File: src/sv/oginf_pkg.sv
`timescale 1ns / 1ps
// ----------------------------------------------------------------------------
// oginf_pkg
// Shared types and constants of the occupancy grid inflation block: payload
// structs, configuration view and the controller/datapath command interface.
// ----------------------------------------------------------------------------
package oginf_pkg;

    // Cell codes
    localparam logic [7:0] FREE_CELL     = 8'd255;
    localparam logic [7:0] OBSTACLE_CELL = 8'd0;
    localparam logic [7:0] INFLATED_CELL = 8'd5;

    // Item operation codes
    localparam logic OP_WRITE = 1'b0;
    localparam logic OP_READ  = 1'b1;

    // Signed width of a neighbor coordinate (0..255 plus or minus radius)
    localparam int COORD_W = 10;

    typedef struct packed {
        logic       op;
        logic [7:0] x_pos;
        logic [7:0] y_pos;
        logic [7:0] pixel_value;
    } t_in_item;

    typedef struct packed {
        logic [7:0] cell_value;
        logic       coord_error;
    } t_out_item;

    // Effective (clamped) configuration seen by the datapath
    typedef struct packed {
        logic [8:0] width;
        logic [8:0] height;
        logic [3:0] radius;
    } t_eff_cfg;

    // Result kind latched by the controller
    typedef enum logic [1:0] {
        RES_ERR,
        RES_STORED,
        RES_INFL
    } t_res_sel;

    typedef struct packed {
        logic     capture;
        logic     mem_write;
        logic     rd_center;
        logic     hold_center;
        logic     scan_init;
        logic     scan_step;
        logic     load_out;
        t_res_sel res_sel;
    } t_dp_cmd;

    typedef struct packed {
        logic in_range;
        logic is_write;
        logic center_free;
        logic hit;
        logic scan_last;
        logic out_free;
    } t_dp_sts;

    // Square of a small signed offset, |v| <= 15
    function automatic logic [9:0] sq_offset(input logic signed [4:0] v);
        logic [4:0] mag;
        logic [9:0] ext;
        mag = v[4] ? 5'(-v) : 5'(v);
        ext = {6'd0, mag[3:0]};
        return 10'(ext * ext);
    endfunction

endpackage

File: src/sv/oginf_regs.sv
`timescale 1ns / 1ps
// ----------------------------------------------------------------------------
// oginf_regs
// APB-style configuration registers: map width, map height and inflation
// radius, with the clamped values handed to the datapath.
// ----------------------------------------------------------------------------
module oginf_regs
    import oginf_pkg::*;
#(
    parameter int MAP_W      = 256,
    parameter int MAP_H      = 256,
    parameter int MAX_RADIUS = 15
) (
    input  logic        i_clk,
    input  logic        i_rst_n,
    input  logic        psel,
    input  logic        penable,
    input  logic        pwrite,
    input  logic [3:0]  paddr,
    input  logic [31:0] pwdata,
    output logic [31:0] prdata,
    output logic        pready,
    output t_eff_cfg    o_eff_cfg
);

    typedef enum logic [1:0] {
        REG_MAP_WIDTH,
        REG_MAP_HEIGHT,
        REG_INFLATE_RADIUS,
        REG_UNUSED
    } t_reg_idx;

    localparam logic [8:0] W_MAX = (MAP_W > 511) ? 9'd511 : 9'(MAP_W);
    localparam logic [8:0] H_MAX = (MAP_H > 511) ? 9'd511 : 9'(MAP_H);
    localparam logic [3:0] R_MAX = (MAX_RADIUS > 15) ? 4'd15 : 4'(MAX_RADIUS);

    logic [8:0] r_map_width;
    logic [8:0] r_map_height;
    logic [3:0] r_inflate_radius;
    logic       wr_en;
    t_reg_idx   reg_idx;

    assign pready  = 1'b1;
    assign wr_en   = psel && penable && pwrite;
    assign reg_idx = t_reg_idx'(paddr[3:2]);

    // Write registers on the access phase
    always_ff @(posedge i_clk) begin
        if (!i_rst_n) begin
            r_map_width      <= 9'd256;
            r_map_height     <= 9'd256;
            r_inflate_radius <= 4'd4;
        end else if (wr_en) begin
            case (reg_idx)
                REG_MAP_WIDTH:      r_map_width      <= pwdata[8:0];
                REG_MAP_HEIGHT:     r_map_height     <= pwdata[8:0];
                REG_INFLATE_RADIUS: r_inflate_radius <= pwdata[3:0];
                default: ;
            endcase
        end
    end

    // Return the raw register value
    always_comb begin
        case (reg_idx)
            REG_MAP_WIDTH:      prdata = {23'd0, r_map_width};
            REG_MAP_HEIGHT:     prdata = {23'd0, r_map_height};
            REG_INFLATE_RADIUS: prdata = {28'd0, r_inflate_radius};
            default:            prdata = 32'd0;
        endcase
    end

    // Clamp sizes to 1..max and radius to max
    always_comb begin
        if (r_map_width == 9'd0)      o_eff_cfg.width = 9'd1;
        else if (r_map_width > W_MAX) o_eff_cfg.width = W_MAX;
        else                          o_eff_cfg.width = r_map_width;

        if (r_map_height == 9'd0)      o_eff_cfg.height = 9'd1;
        else if (r_map_height > H_MAX) o_eff_cfg.height = H_MAX;
        else                           o_eff_cfg.height = r_map_height;

        o_eff_cfg.radius = (r_inflate_radius > R_MAX) ? R_MAX : r_inflate_radius;
    end

endmodule

File: config.mk
export PLATFORM = sky130hd
export DESIGN_NAME = oginf_regs
export DESIGN_NICKNAME = d
export VERILOG_FILES = /design/src/sv/oginf_pkg.sv /design/src/sv/oginf_regs.sv
export SDC_FILE = /design/constraint.sdc
export NUM_CORES = 1
export LEC_CHECK = 0
export ABC_AREA = 1
export BUFFER_PORTS_ARGS = -buffer_cell sky130_fd_sc_hd__buf_2
export CORE_ASPECT_RATIO = 1.25
export CORE_MARGIN = 4
export CORE_UTILIZATION = 46
export CTS_BUF_LIST = sky130_fd_sc_hd__clkbuf_4
export DETAILED_ROUTE_END_ITERATION = 10
export HOLD_SLACK_MARGIN = 0.12
export PLACE_DENSITY = 0.88
export SYNTH_ARGS = -nofsm -noshare
export SYNTH_HDL_FRONTEND = slang
export SYNTH_SLANG_ARGS = --single-unit
File: constraint.sdc
create_clock -name i_clk -period 1.3 [get_ports i_clk]
set_input_delay 0 -clock i_clk [delete_from_list [all_inputs] [get_ports i_clk]]
set_output_delay 0 -clock i_clk [all_outputs]
set_load 0.005 [all_outputs]
==> summary.md <==
| Metric | Value |
|---|---|
| Clock Skew | `0 ns` |
| Type of origin of the critical path | `register` |
| Largest net degree at the start of global routing | `14` |
| HPWL Detailed | `2710 µm` |
| Min-delay worst type | `in2reg` |
| Power Density | `707 nW/µm²` |
| RSZ-0062 raised after global routing | `yes` |
| Avg Cell Area, Syn | `6.96 µm²` |
| Sequential share of the synthesized area | `31.7%` |
| Final Setup Violations | `6` |
| Switching share of power | `29.4%` |
| H-tree depth | `1` |
| CTS Buf Count | `3` |
| GR Overflow Total | `0` |
| IO buf count | `46` |
| Sequential power share | `54.8%` |
| Drt first pass iters | `4` |
| Power share of the clock group | `24.5%` |
| Longest Clk Path Bufs | `2` |
| DRT iter0 DRCs | `slightly above 60` |
| Initial antenna violation count | `0` |
| CP arrival | `~1.4 ns` |
| Failing checks | `negative setup slack` |
| CP Capture Type | `primary output` |
| Count of pins over their slew limit | `0` |
| Vias | `1446` |
| Switching power | `377 µW` |
| Die Width | `57.2 µm` |
| Share of post-route cells with drive strength above 1 | `41.5%` |
| Synth unique cells | `22` |
| Post-Route WL | `3930 µm` |
| Peak VDD IR | `roughly 0.59 mV` |
| Internal | `907 µW` |
| First-pass GRT wire length | `6190 µm` |
| Worst-Skew Late Latency | `0.30 ns` |
| Drt wl/cell | `13.0 µm` |
| Area delta synth->final | `30.6%` |
| Initial core utilization | `between 40 and 50%` |
| Die area | `3970 µm²` |
| Status | `complete, but fails checks` |
| Minimum clock period | `between 1 and 1.5 ns` |
| Nets@finish | `approximately 310` |
| IO Count | `96` |
| CTS sink cnt | `22` |
| Total track usage | `19.2%` |
| Final Util | `62.3%` |
| Kind of critical path | `reg2out` |
| Number of global-route vias before repair | `approximately 1400` |
| Pleak | `0.000937 µW` |
| Clk root buf | `clkbuf_4` |
| Worst rel slew slack | `roughly two thirds` |
| Synthesized flop and latch total | `22` |
| Fin worst setup slack | `-0.0568 ns` |
| Final GP Congestion | `0.843` |
| Core area | `2920 µm²` |
| Clock transition at path regs | `0.12 ns` |
| Synthesized instance count | `200` |
| Comb power frac | `20.7%` |
| CP Data Required Time | `between 1 and 1.5 ns` |
| Crit share post-route | `104%` |
| Detail Route Antenna Nets | `0` |
| DR DRC count | `0` |
| Max Cap Violations | `0` |
| Max FO, Critical Path | `4` |
| Worst-Margin Slew | `0.497 ns` |
| Synth Warn # | `0` |
| Die height | `69.5 µm` |
| Rows | `22` |
| CTS tree | `built` |
| Hold Fails Final Rpt | `0` |
| Synthesized area | `1390 µm²` |
| Vias per cell | `between 4 and 5` |
| Hold slack | `around 0.12 ns` |
| # diodes | `0` |
| Max Fclk | `737 MHz` |
-- worst max-delay path: stages (launching register included) --
cell and delay, ns:
dfxtp_2 0.36, nor2_2 0.11, nand2_2 0.07, o21ai_2 0.17, inv_2 0.10, nor2_2 0.11
buf_2 0.12
-- cells in the mapped netlist, drive strengths merged --
library cell / n / share of area (%)
nand3: 4 / 2.3
buf: 27 / 16
dfxtp: 22 / 32
nor2: 65 / 20
o211ai: 2 / 1.4
o221ai: 3 / 1.9
clkbuf: 3 / 0.81
o22ai: 5 / 2.2
inv: 25 / 6.7
nand2: 22 / 7.0
conb: 2 / 0.54
o21ai: 20 / 9.4
-- cells by family after synthesis --
group	after synthesis	share of synthesized area [%]
AO/OA/AOI/OAI	30	14.9
buffers and inverters	55	23.3
other	2	0.540
AND/OR/NAND/NOR	91	29.6
flip-flops	22	31.7
-- registers in the layout, summed over array words and instances (netlist names) --
signal / flops
r_map_height: 9
r_map_width: 9
r_inflate_radius: 4
-- final timing paths --
kind,startpoint,end,slack (ns),cells after the start
hold / removal,penable,r_inflate_radius[2]$_SDFFE_PN1P_,0.12,5
hold reg to reg,r_inflate_radius[2]$_SDFFE_PN1P_,r_inflate_radius[2]$_SDFFE_PN1P_,0.50,2
setup reg to reg,r_map_width[8]$_SDFFE_PN1P_,r_map_width[8]$_SDFFE_PN1P_,0.09,3
setup / recovery,r_map_height[6]$_SDFFE_PN0P_,o_eff_cfg[6],-0.06,6
-- area by class of cell --
class | instances | area [µm²]
clock buffers | 3 | 22.5
multi-input cells | 145 | 756
repair buffers | 70 | 448
fillers | 280 | 1100
inverters | 25 | 93.8
flip-flops and latches | 22 | 452
well taps | 36 | 45.0
-- cells in the final DEF, fill, tap and decap left out, drive strengths merged --
cell type / instances
buf: 55
dlygate4sd3: 15
conb: 24
o22ai: 5
nor2: 65
o21ai: 20
inv: 25
o221ai: 3
clkbuf: 3
nand3: 4
dfxtp: 22
nand2: 22
o211ai: 2
-- per-layer routing --
layer  global-route usage, %  share of wire, %  vias to the layer above
li1                        -                 -                      699
met1                    23.9                41                      658
met2                    32.5                48                       81
met3                    3.17               8.8                        8
met4                    7.47               1.7                        0
met5                       0                 0                        -
-- repair_timing --
item                                    4_1_cts  5_1_grt
hold buffers                                 15        0
setup buffers                                 4        2
endpoints found under the hold margin        22        0
endpoints found under the setup margin        8       10
pin swaps                                     2        8
resized for setup                             9       20
-- metrics by stage --
stage          TNS, ns  power [µW]  instances  area [µm²]  setup WS [ns]
3_5_place_dp         0         910        277        1540          0.152
3_3_place_gp         0         906        277        1540          0.183
5_1_grt         -0.828        1350        301        1820         -0.148
4_1_cts        -0.0593        1260        299        1760        -0.0323
2_1_floorplan        0         886        222        1470          0.445
6_report        -0.226        1280        301        1820        -0.0568
-- power groups by stage --
stage,Combinational [µW],Sequential (µW),Clock (µW)
after detailed placement,194,717,0
after CTS,244,701,313
after floorplan,172,714,0
after global routing,290,705,350
final,266,703,315
after global placement,190,716,0
No activity file was read; power rests on OpenSTA's default activity.
