File: config.mk
export PLATFORM = sky130hd
export DESIGN_NAME = oginf_ctrl
export DESIGN_NICKNAME = d
export VERILOG_FILES = /design/src/sv/oginf_pkg.sv /design/src/sv/oginf_ctrl.sv
export SDC_FILE = /design/constraint.sdc
export NUM_CORES = 1
export LEC_CHECK = 0
export BUFFER_PORTS_ARGS = -buffer_cell sky130_fd_sc_hd__buf_2
export CORE_AREA = 10 10 47 49
export CTS_CLUSTER_DIAMETER = 30
export CTS_CLUSTER_SIZE = 20
export DETAILED_ROUTE_END_ITERATION = 10
export DIE_AREA = 0 0 57 59
export GPL_ROUTABILITY_DRIVEN = 0
export PLACE_DENSITY = 0.58
export SKIP_LAST_GASP = 1
export SYNTH_ARGS = -nofsm -noshare
export SYNTH_HDL_FRONTEND = slang
export SYNTH_SLANG_ARGS = --single-unit
File: constraint.sdc
create_clock -name i_clk -period 1.3 [get_ports i_clk]
set_input_delay 0.195 -clock i_clk [delete_from_list [all_inputs] [get_ports i_clk]]
set_output_delay 0.195 -clock i_clk [all_outputs]
set_load 0.005 [all_outputs]
File: src/sv/oginf_pkg.sv
`timescale 1ns / 1ps
// ----------------------------------------------------------------------------
// oginf_pkg
// Shared types and constants of the occupancy grid inflation block: payload
// structs, configuration view and the controller/datapath command interface.
// ----------------------------------------------------------------------------
package oginf_pkg;

    // Cell codes
    localparam logic [7:0] FREE_CELL     = 8'd255;
    localparam logic [7:0] OBSTACLE_CELL = 8'd0;
    localparam logic [7:0] INFLATED_CELL = 8'd5;

    // Item operation codes
    localparam logic OP_WRITE = 1'b0;
    localparam logic OP_READ  = 1'b1;

    // Signed width of a neighbor coordinate (0..255 plus or minus radius)
    localparam int COORD_W = 10;

    typedef struct packed {
        logic       op;
        logic [7:0] x_pos;
        logic [7:0] y_pos;
        logic [7:0] pixel_value;
    } t_in_item;

    typedef struct packed {
        logic [7:0] cell_value;
        logic       coord_error;
    } t_out_item;

    // Effective (clamped) configuration seen by the datapath
    typedef struct packed {
        logic [8:0] width;
        logic [8:0] height;
        logic [3:0] radius;
    } t_eff_cfg;

    // Result kind latched by the controller
    typedef enum logic [1:0] {
        RES_ERR,
        RES_STORED,
        RES_INFL
    } t_res_sel;

    typedef struct packed {
        logic     capture;
        logic     mem_write;
        logic     rd_center;
        logic     hold_center;
        logic     scan_init;
        logic     scan_step;
        logic     load_out;
        t_res_sel res_sel;
    } t_dp_cmd;

    typedef struct packed {
        logic in_range;
        logic is_write;
        logic center_free;
        logic hit;
        logic scan_last;
        logic out_free;
    } t_dp_sts;

    // Square of a small signed offset, |v| <= 15
    function automatic logic [9:0] sq_offset(input logic signed [4:0] v);
        logic [4:0] mag;
        logic [9:0] ext;
        mag = v[4] ? 5'(-v) : 5'(v);
        ext = {6'd0, mag[3:0]};
        return 10'(ext * ext);
    endfunction

endpackage

File: src/sv/oginf_ctrl.sv
`timescale 1ns / 1ps
// ----------------------------------------------------------------------------
// oginf_ctrl
// Controller: sequences capture, range check, grid write, center read,
// neighborhood scan and result hand-off.
// ----------------------------------------------------------------------------
module oginf_ctrl
    import oginf_pkg::*;
(
    input  logic    i_clk,
    input  logic    i_rst_n,
    input  logic    i_in_valid,
    output logic    o_in_ready,
    input  t_dp_sts i_sts,
    output t_dp_cmd o_cmd
);

    typedef enum logic [2:0] {
        S_IDLE,
        S_CHECK,
        S_CENTER,
        S_SCAN,
        S_DRAIN,
        S_OUT
    } t_state;

    t_state   r_state,   n_state;
    t_res_sel r_res_sel, n_res_sel;

    assign o_in_ready = (r_state == S_IDLE);

    // Next state and datapath commands
    always_comb begin
        n_state       = r_state;
        n_res_sel     = r_res_sel;
        o_cmd         = '0;
        o_cmd.res_sel = r_res_sel;
        case (r_state)
            S_IDLE: begin
                if (i_in_valid) begin
                    o_cmd.capture = 1'b1;
                    n_state       = S_CHECK;
                end
            end
            S_CHECK: begin
                if (!i_sts.in_range) begin
                    n_res_sel = RES_ERR;
                    n_state   = S_OUT;
                end else if (i_sts.is_write) begin
                    o_cmd.mem_write = 1'b1;
                    n_state         = S_IDLE;
                end else begin
                    o_cmd.rd_center = 1'b1;
                    n_state         = S_CENTER;
                end
            end
            S_CENTER: begin
                o_cmd.hold_center = 1'b1;
                if (!i_sts.center_free) begin
                    n_res_sel = RES_STORED;
                    n_state   = S_OUT;
                end else begin
                    o_cmd.scan_init = 1'b1;
                    n_state         = S_SCAN;
                end
            end
            S_SCAN: begin
                // Stop as soon as an obstacle comes back from memory
                if (i_sts.hit) begin
                    n_res_sel = RES_INFL;
                    n_state   = S_OUT;
                end else begin
                    o_cmd.scan_step = 1'b1;
                    if (i_sts.scan_last) begin
                        n_state = S_DRAIN;
                    end
                end
            end
            S_DRAIN: begin
                n_res_sel = i_sts.hit ? RES_INFL : RES_STORED;
                n_state   = S_OUT;
            end
            S_OUT: begin
                if (i_sts.out_free) begin
                    o_cmd.load_out = 1'b1;
                    n_state        = S_IDLE;
                end
            end
            default: begin
                n_state = S_IDLE;
            end
        endcase
    end

    // Hold state and latched result kind
    always_ff @(posedge i_clk) begin
        if (!i_rst_n) begin
            r_state   <= S_IDLE;
            r_res_sel <= RES_ERR;
        end else begin
            r_state   <= n_state;
            r_res_sel <= n_res_sel;
        end
    end

endmodule

==> results of run 1 <==
==> metrics by stage <==
stage	hold WS (ps)	TNS [ps]	util, %
final	229	-268	49.1
after CTS	222	-202	45.3
after global routing	223	-832	49.1
after floorplan	312	0	-
after global placement	445	-19.6	39.7
after detailed placement	447	-22.9	39.7
==> cell usage in the layout, fill, tap and decap left out, types with 2 or more instances in the layout <==
master	n
dfxtp_1	2
nor2_1	4
mux2i_1	2
nand2_1	3
buf_4	12
clkbuf_4	3
buf_2	17
nor3_1	3
dfxtp_4	2
nor2_4	2
o21ai_0	3
and2_1	2
buf_6	3
nor3_2	2
==> worst max path at each step <==
stage               startpoint      endpoint  depth (start not counted)
floorplan           r_state[0]  r_res_sel[1]                          4
global placement    r_state[0]  r_res_sel[1]                          4
detailed placement  r_state[0]  r_res_sel[1]                          4
CTS                 r_state[1]      o_cmd[6]                          4
global route        r_state[2]      o_cmd[8]                          4
finish              r_state[2]      o_cmd[8]                          4
==> cell families (layout without fill, tap and decap cells) <==
| group | count (synthesis) | in the layout |
|---|---|---|
| AND/OR/NAND/NOR | 29 | 29 |
| flip-flops | 5 | 5 |
| buffers and inverters | 4 | 37 |
| AO/OA/AOI/OAI | 12 | 12 |
| multiplexers | 2 | 2 |
==> area by class of cell <==
class                   count  share of cell area (%)
multi-input cells          43                    46.2
clock buffers               4                    3.82
well taps                  16                    2.91
flip-flops and latches      5                    15.8
inverters                   1                   0.909
repair buffers             32                    30.4
==> Yosys cell counts <==
cell type and count:
nor2_1 6, dfxtp_1 5, nor3_1 5, nand2_1 3, o21ai_0 3, a211oi_1 2
and2_1 2, buf_2 2, mux2i_1 2, nand2b_1 2, a21o_1 1, a21oi_1 1
and2b_1 1, and3_1 1, and4b_1 1, and4bb_2 1, buf_4 1, inv_1 1
nand3_1 1, nand4_1 1, nor2b_1 1, nor3b_1 1, nor4_1 1, o21a_1 1
o21ai_1 1, o21ai_2 1, o32ai_1 1, o41ai_1 1, or2_4 1, or4b_4 1
==> per-layer routing <==
metal  GRT usage (%)  routed length (um)  vias to the layer above
met2            14.7                 750                       21
li1                -                   -                      260
met5               0                   0                        -
met1            7.71                 508                      235
met3            6.44                 157                        3
met4            3.02                  14                        0
==> what timing repair did <==
item	4_1_cts	5_1_grt
resized for setup	15	5
hold buffers	0	0
endpoints found under the setup margin	9	11
buffers inserted	1	4
cloned	0	0
pin swaps	5	5
==> where the power goes <==
part | leakage [nW] | internal (mW) | switching, mW | total (mW)
Sequential | 0.0425 | 0.162 | 0.0113 | 0.174
Combinational | 0.262 | 0.108 | 0.0973 | 0.205
Clock | 0.0150 | 0.117 | 0.0767 | 0.194
Total | 0.319 | 0.387 | 0.185 | 0.572
==> flip-flops by register name, summed over array words and instances (netlist names) <==
signal,flops
r_state,3
r_res_sel,2
==> worst reg2reg max path, cell delays in order, from the launching register on <==
cell and delay [ps]:
dfxtp_2 330, or4b_4 510, o21ai_2 80, buf_4 120, nand4_1 90, o21ai_1 90
==> run metrics, run 1 <==
placed insts=92; area of the multi-input gates=318 um2; dpl ws=-22.9 ps; mean post-synth cell area=between 7 and 8 um2; Die Y=59 um; crit share post-route=107%; total routed wirelength=1.43 mm; post-DP HPWL=~1 mm; vias in the first global route=roughly 530; final net count=95; Fillers=153; max-slew violation count=0; total CTS buffers=3; status=finished with violations; WHS Path Cells=2; RSZ-0062 raised after global routing=yes; Unique masters post-synth=30; r2r setup slk=about 10 ps; Setup CP Type=flop to output pin; Worst-Margin Slew=383 ps; Clock Latency Late Sink=~250 ps; CP delay by family, top=simple AND/OR/NAND/NOR gates; layout cells sized above 1=between 50% and 60%; CP cell instances=buf_6 > nor3_2 > and2_1 > buf_2; All-Layer GR Usage=between 8 and 9%; Tmin final=1390 ps; clk sinks=5; mux cell area share after synthesis=between 5 and 6%; Iteration-0 DRC Markers=3; critical path capture point type=output pin; DR WL/cell=14.2 um; via count=around 520; power per cell area=approximately 830 nW/um2; I/O Pins=19; DRC viols=0; violated checks=setup timing; I/O Buffers=18; Crit path required time=1110 ps; synthesized net count=61; Startpoint Class=flop; initial antenna violation count=0; grt ovf=0; Hold Path Class=input port to flop; Synth Register Bits=5; Clock Tree Buf Depth=2; synth-to-layout area growth=73.5%; critical path arrival=1190 ps; Synth Area in XOR/XNOR=0%; Worst Clk Skew=0.698 ps; Initial Util=around 28%; Layout Cells excl Fill=101; worst reg2reg endpoint=r_res_sel[0]; largest net degree at the start of global routing=12; maximum vdd ir drop=0.451 mV; CP max stage delay=between 300 and 400 ps; Synth Area in Simple Gates=between 40% and 50%; FMAX=about 720 MHz; die footprint=between 3000 and 4000 um2; final worst slack=-86.5 ps; Final Hold Viols=0; DR pass1 iterations=2; placed inst area=between 500 and 600 um2; yosys warns=0; R2R depth=5; sequential-to-total area share from yosys stat=25.2%; WHS Endpoint=r_state[1]; vias per inst=between 5 and 6; RR Startpoint=r_state[2]; Setup-failing EPs final=5; ranking of synthesized cells by area=dfxtp_1, nor3_1, nor2_1; adder-cell share of the synthesized area=0%; Worst-path clk slew=about 50 ps; area leader, netlist=dfxtp_1; slowest CP cell=dfxtp_2; # H-tree levels=1; core box area=between 1000 and 1500 um2; Mapped Area=between 300 and 400 um2; die width=57 um; Leak Pwr=between 0.3 and 0.4 nW; critical path fanouts, max=11; Syn Inst Count=52; MaxCap Viol Count=0; global-route wire length before repair=2.31 mm; remaining antenna violation count after routing=0; Total Power=roughly 570 uW; worst path bufs/invs=2; Synth Area in Compound Gates=between 20 and 25%; # diodes=0; row count=14; Final Cell Area=slightly below 700 um2; Slew Limit Headroom=about three quarters; hold_sp=i_rst_n; sequential cell area=109 um2; main combinational cell family by area after synthesis=simple AND/OR/NAND/NOR gates; CTS tree=built; clk root buf=clkbuf_4; post-synth top area share=~25%
(Power assumes the default switching activity.)
==> run 2: changes to the inputs <==
--- a/config.mk
+++ b/config.mk
@@ -6,14 +6,15 @@
 export NUM_CORES = 1
 export LEC_CHECK = 0
 export BUFFER_PORTS_ARGS = -buffer_cell sky130_fd_sc_hd__buf_2
-export CORE_AREA = 10 10 47 49
+export CORE_AREA = 2 2 39 41
 export CTS_CLUSTER_DIAMETER = 30
 export CTS_CLUSTER_SIZE = 20
 export DETAILED_ROUTE_END_ITERATION = 10
-export DIE_AREA = 0 0 57 59
+export DIE_AREA = 0 0 41 43
 export GPL_ROUTABILITY_DRIVEN = 0
 export PLACE_DENSITY = 0.58
 export SKIP_LAST_GASP = 1
 export SYNTH_ARGS = -nofsm -noshare
 export SYNTH_HDL_FRONTEND = slang
 export SYNTH_SLANG_ARGS = --single-unit
+export TNS_END_PERCENT = 10
==> run 2 against run 1 <==
  * The flow still finishes with violations (setup timing)
  * Largest power group unchanged
  * Final cell count decreased by 3.0%
  * Sequential cell count unchanged
  * Combinational power shrank 7%
  * Critical endpoint is now o_cmd[6]
  * Largest cell class unchanged
  * Cell area down 7.6%
  * Critical path depth is the same
  * Sequential power hardly changed
  * Count of clock-buffer cells in the layout unchanged
  * Sequential share of layout area grew 0.32 points
==> run metrics, run 2 (synthesized netlist as in run 1, its figures left out) <==
status=finished with violations; violated checks=setup timing; global-route wire length before repair=~1.8 mm; critical path fanouts, max=4; Combinational Power Share=35.2%; vias per inst=~5.2; hold_sp=i_rst_n; Clock Tree Buf Depth=2; worst reg2reg endpoint=r_res_sel[1]; grt ovf=0; via count=just over 500; Fillers=about 140; largest net degree at the start of global routing=9; Psw=around 170 uW; Setup CP Type=flop to output pin; row count=14; Worst Clk Skew=0.796 ps; Crit path required time=about 1100 ps; DR pass1 iterations=4; remaining antenna violation count after routing=0; FMAX=739 MHz; die footprint=around 1800 um2; most frequent cells in the layout=buf_2, buf_4, nor3_1, nor2_1; RSZ-0062 raised after global routing=yes; Hold Path Class=input port to flop; Clock Power Share=between 30% and 40%; Startpoint Class=flop; die width=~40 um; Worst-path clk slew=around 40 ps; Worst-Margin Slew=~370 ps; final net count=92; clk sinks=5; r2r setup slk=-20 ps; synth-to-layout area growth=60.3%; critical path capture point type=output pin; sequential share of power=a little under a third; CTS tree=built; # H-tree levels=1; Top reg by flops=r_state; Die Y=~43 um; total CTS buffers=3; Iteration-0 DRC Markers=12; DR WL/cell=12.3 um; Net Sw Frac=~30%; total routed wirelength=1.21 mm; # diodes=0; P_int=around 380 uW; Leak Pwr=between 0.3 and 0.4 nW; All-Layer GR Usage=15.6%; WHS Endpoint=r_state[1]; WHS Path Cells=2; crit share post-route=104%; initial antenna violation count=0; setup_tns=-174 ps; RR Startpoint=r_state[0]; MaxCap Viol Count=0; power per cell area=roughly 850 nW/um2; vias in the first global route=between 400 and 500; Tmin final=between 1000 and 1500 ps; maximum vdd ir drop=about 0.34 mV; hold slack=about 260 ps; R2R depth=4; Top Registers=r_state: 3 flops, r_res_sel: 2 flops; DRC viols=0; layout cells sized above 1=between 50 and 60%; Initial Util=28.7%; post-DP HPWL=between 800 and 900 um; commonest non-fill, non-tap cell in the layout=buf_2; Clock Latency Late Sink=240 ps; I/O Pins=19; I/O Buffers=18; max-slew violation count=0; Setup-failing EPs final=4; Final Hold Viols=0; core box area=1380 um2; Slew Limit Headroom=between 70% and 80%; final worst slack=-52.9 ps; clk root buf=clkbuf_4; number of flip-flops under the largest register name=3; critical path arrival=1160 ps
## run 2: timing repair
action,CTS,global route
resized for setup,11,0
buffers inserted,1,1
hold buffers,0,0
pin swaps,2,0
endpoints found under the setup margin,9,10
## run 2: final cells by class
class / instances / area, um2 / share of cell area [%]
Tap cell: 16 / 20.0 / 3.15
Inverter: 1 / 3.75 / 0.591
Timing Repair Buffer: 29 / 180 / 28.3
Sequential cell: 5 / 103 / 16.1
Clock buffer: 4 / 26.3 / 4.13
Multi-Input combinational cell: 43 / 303 / 47.6
## run 2: critical path, cell delays in order (launching register included)
cell	delay, ps
dfxtp_2	350
inv_1	90
nor2_4	130
and4bb_2	240
buf_2	110
## run 2: routing by layer
metal / vias up / track usage, % / wire length [um]
met3: 7 / 7.33 / 60
met1: 229 / 17.7 / 476
met4: 0 / 10.0 / 46
met5: - / 0 / 0
li1: 254 / - / -
met2: 20 / 22.2 / 623
## run 2: worst max path at each step
stage,from,slack (ps),to,depth (start not counted)
finish,r_state[0],-50,o_cmd[6],4
global placement,r_state[0],-3,r_res_sel[1],4
CTS,r_state[2],-70,o_cmd[4],5
detailed placement,r_state[0],-30,r_res_sel[1],4
floorplan,r_state[0],60,r_res_sel[1],4
global route,r_state[0],-170,o_cmd[3],4
## run 2: power groups by stage
stage / Clock [mW] / Sequential [mW] / Combinational (mW)
after floorplan: 0 / 0.170 / 0.0915
after global placement: 0 / 0.171 / 0.165
after detailed placement: 0 / 0.171 / 0.164
after CTS: 0.192 / 0.171 / 0.184
after global routing: 0.213 / 0.171 / 0.208
final: 0.181 / 0.171 / 0.191
## run 2: stage by stage
| step | utilization (%) | cells | worst slack (ps) | instance area (um2) | power, mW |
|---|---|---|---|---|---|
| finish | 45.9 | 98 | -52.9 | 636 | 0.543 |
| global route | 45.9 | 98 | -174 | 636 | 0.592 |
| CTS | 45.4 | 97 | -65.0 | 628 | 0.546 |
| detailed placement | 40.2 | 92 | -25.8 | 557 | 0.336 |
| global placement | 40.2 | 92 | -2.53 | 557 | 0.337 |
| floorplan | - | 52 | 62.2 | 397 | 0.261 |
==> run 3: changes to the inputs <==
--- a/config.mk
+++ b/config.mk
@@ -13,6 +13,7 @@
 export DIE_AREA = 0 0 41 43
 export GPL_ROUTABILITY_DRIVEN = 0
 export PLACE_DENSITY = 0.58
+export SKIP_CTS_REPAIR_TIMING = 1
 export SKIP_LAST_GASP = 1
 export SYNTH_ARGS = -nofsm -noshare
 export SYNTH_HDL_FRONTEND = slang
==> constraint.sdc (replaced) <==
create_clock -name i_clk -period 1.1 [get_ports i_clk]
set_input_delay 0.165 -clock i_clk [delete_from_list [all_inputs] [get_ports i_clk]]
set_output_delay 0.165 -clock i_clk [all_outputs]
set_load 0.005 [all_outputs]
==> run 3 against run 2 <==
  * The run still ends with setup timing left
  * Critical endpoint unchanged
  * Sequential power rose by 18%
  * Setup slack got worse by 230 ps
  * Sequential cell count did not move
  * Critical path type unchanged
  * Highest routed layer unchanged
  * Combinational power rose by 31%
  * First-iteration DRC count rose by 17%
  * Critical path depth did not move
  * Via count rose by 0.98%
  * Count of clock-buffer cells in the layout did not move
  * Core utilization rose by 2.4 points
  * Clock power rose by 23%
  * Power rose by 24%
  * Sequential share of layout area fell by 0.22 points
==> run metrics, run 3 (synthesized netlist as in run 1, its figures left out) <==
remaining antenna violation count after routing=0; Combinational Power Share=a little under two fifths; clk sinks=5; maximum vdd ir drop=between 0.4 and 0.5 mV; Worst-Margin Slew=401 ps; critical path fanouts, max=6; Setup CP Type=flop to output pin; crit share post-route=126%; vias per inst=5.05; most frequent cells in the layout=buf_2, buf_4, nor2_1, nor3_1; status=finished with violations; DRC viols=0; total routed wirelength=between 1 and 1.5 mm; critical path capture point type=output pin; P_int=~470 uW; Iteration-0 DRC Markers=14; Tmin final=approximately 1400 ps; grt ovf=0; total CTS buffers=3; Worst Clk Skew=0.713 ps; initial antenna violation count=0; Startpoint Class=flop; Clock Power Share=between 30% and 40%; Critical Path Start=r_state[2]; synth-to-layout area growth=68.5%; placed insts=95; area of the multi-input gates=a little over 300 um2; row count=14; Clock Latency Late Sink=approximately 250 ps; DR WL/cell=12.0 um; Slew Limit Headroom=between 70% and 80%; commonest non-fill, non-tap cell in the layout=buf_2; post-DP HPWL=905 um; All-Layer GR Usage=between 10% and 20%; Final Hold Viols=0; final net count=between 90 and 100; DR pass1 iterations=4; critical path arrival=1220 ps; via count=around 500; Clock Tree Buf Depth=2; final worst slack=-284 ps; layout cells sized above 1=53.5%; Leak Pwr=between 0.3 and 0.4 nW; Worst-path clk slew=40 ps; Fillers=between 100 and 150; RSZ-0062 raised after global routing=yes; RR Startpoint=r_state[1]; max-slew violation count=0; # diodes=0; FMAX=approximately 720 MHz; dpl ws=-237 ps; global-route wire length before repair=approximately 1.8 mm; # H-tree levels=1; MaxCap Viol Count=0; Hold Path Class=input port to flop; die width=slightly above 40 um; core box area=1380 um2; Setup-failing EPs final=12; Top reg by flops=r_state; clk root buf=clkbuf_4; largest net degree at the start of global routing=10; Layout Cells excl Fill=just over 100; CTS tree=built; I/O Pins=19; violated checks=setup timing; number of flip-flops under the largest register name=3; Net Sw Frac=30.6%; Die Y=43 um; sequential cell area=106 um2; die footprint=between 1500 and 2000 um2; sequential share of power=roughly 30%; vias in the first global route=about 440; Top Registers=r_state: 3 flops, r_res_sel: 2 flops; I/O Buffers=18; Crit path required time=roughly 940 ps; power per cell area=~1000 nW/um2; hold_sp=i_rst_n; Psw=206 uW; Initial Util=between 20 and 30%
[run 3: changes by cell type in the layout (fill, tap and decap cells not counted), sizes merged]
| cell | before | now |
|---|---|---|
| buf | 29 | 33 |
[run 3: cell type report]
| type | count | share of cell area (%) |
|---|---|---|
| flip-flops and latches | 5 | 15.9 |
| clock buffers | 4 | 3.93 |
| multi-input cells | 43 | 45.1 |
| repair buffers | 33 | 31.5 |
| inverters | 1 | 0.562 |
| well taps | 16 | 3.00 |
[run 3: power groups by stage]
stage	sequential (mW)	combinational [mW]	clock, mW
after floorplan	0.202	0.108	0
after global placement	0.204	0.213	0
after detailed placement	0.204	0.213	0
after CTS	0.200	0.214	0.227
after global routing	0.205	0.272	0.230
final	0.202	0.250	0.222
[run 3: worst paths after layout]
path / cells past startpoint / end / slack (ps)
setup / recovery: 4 / o_cmd[6] / -280
hold / removal: 2 / r_state[1] / 210
setup reg to reg: 4 / r_res_sel[1] / -190
hold reg to reg: 2 / r_res_sel[0] / 440
[run 3: per-layer routing]
layer	global-route usage (%)	wire (um)	up-vias
met5	0	0	-
met4	8.00	19	0
met3	3.14	67	2
met2	21.9	635	17
met1	18.4	503	234
li1	-	-	262
[run 3: stage by stage]
stage	TNS, ps	hold WS [ps]	power, mW	util (%)	area [um2]
floorplan	-238	282	0.310	-	398
global placement	-1110	441	0.417	42.0	581
detailed placement	-1140	442	0.417	42.0	581
CTS	-3300	211	0.641	43.9	607
global route	-3080	210	0.707	48.3	668
finish	-2280	207	0.674	48.3	668
[run 3: critical path, cell delays in order, from the launching register on]
cell and delay, ps:
dfxtp_2 320, buf_6 120, buf_6 120, and4bb_2 300, buf_2 110
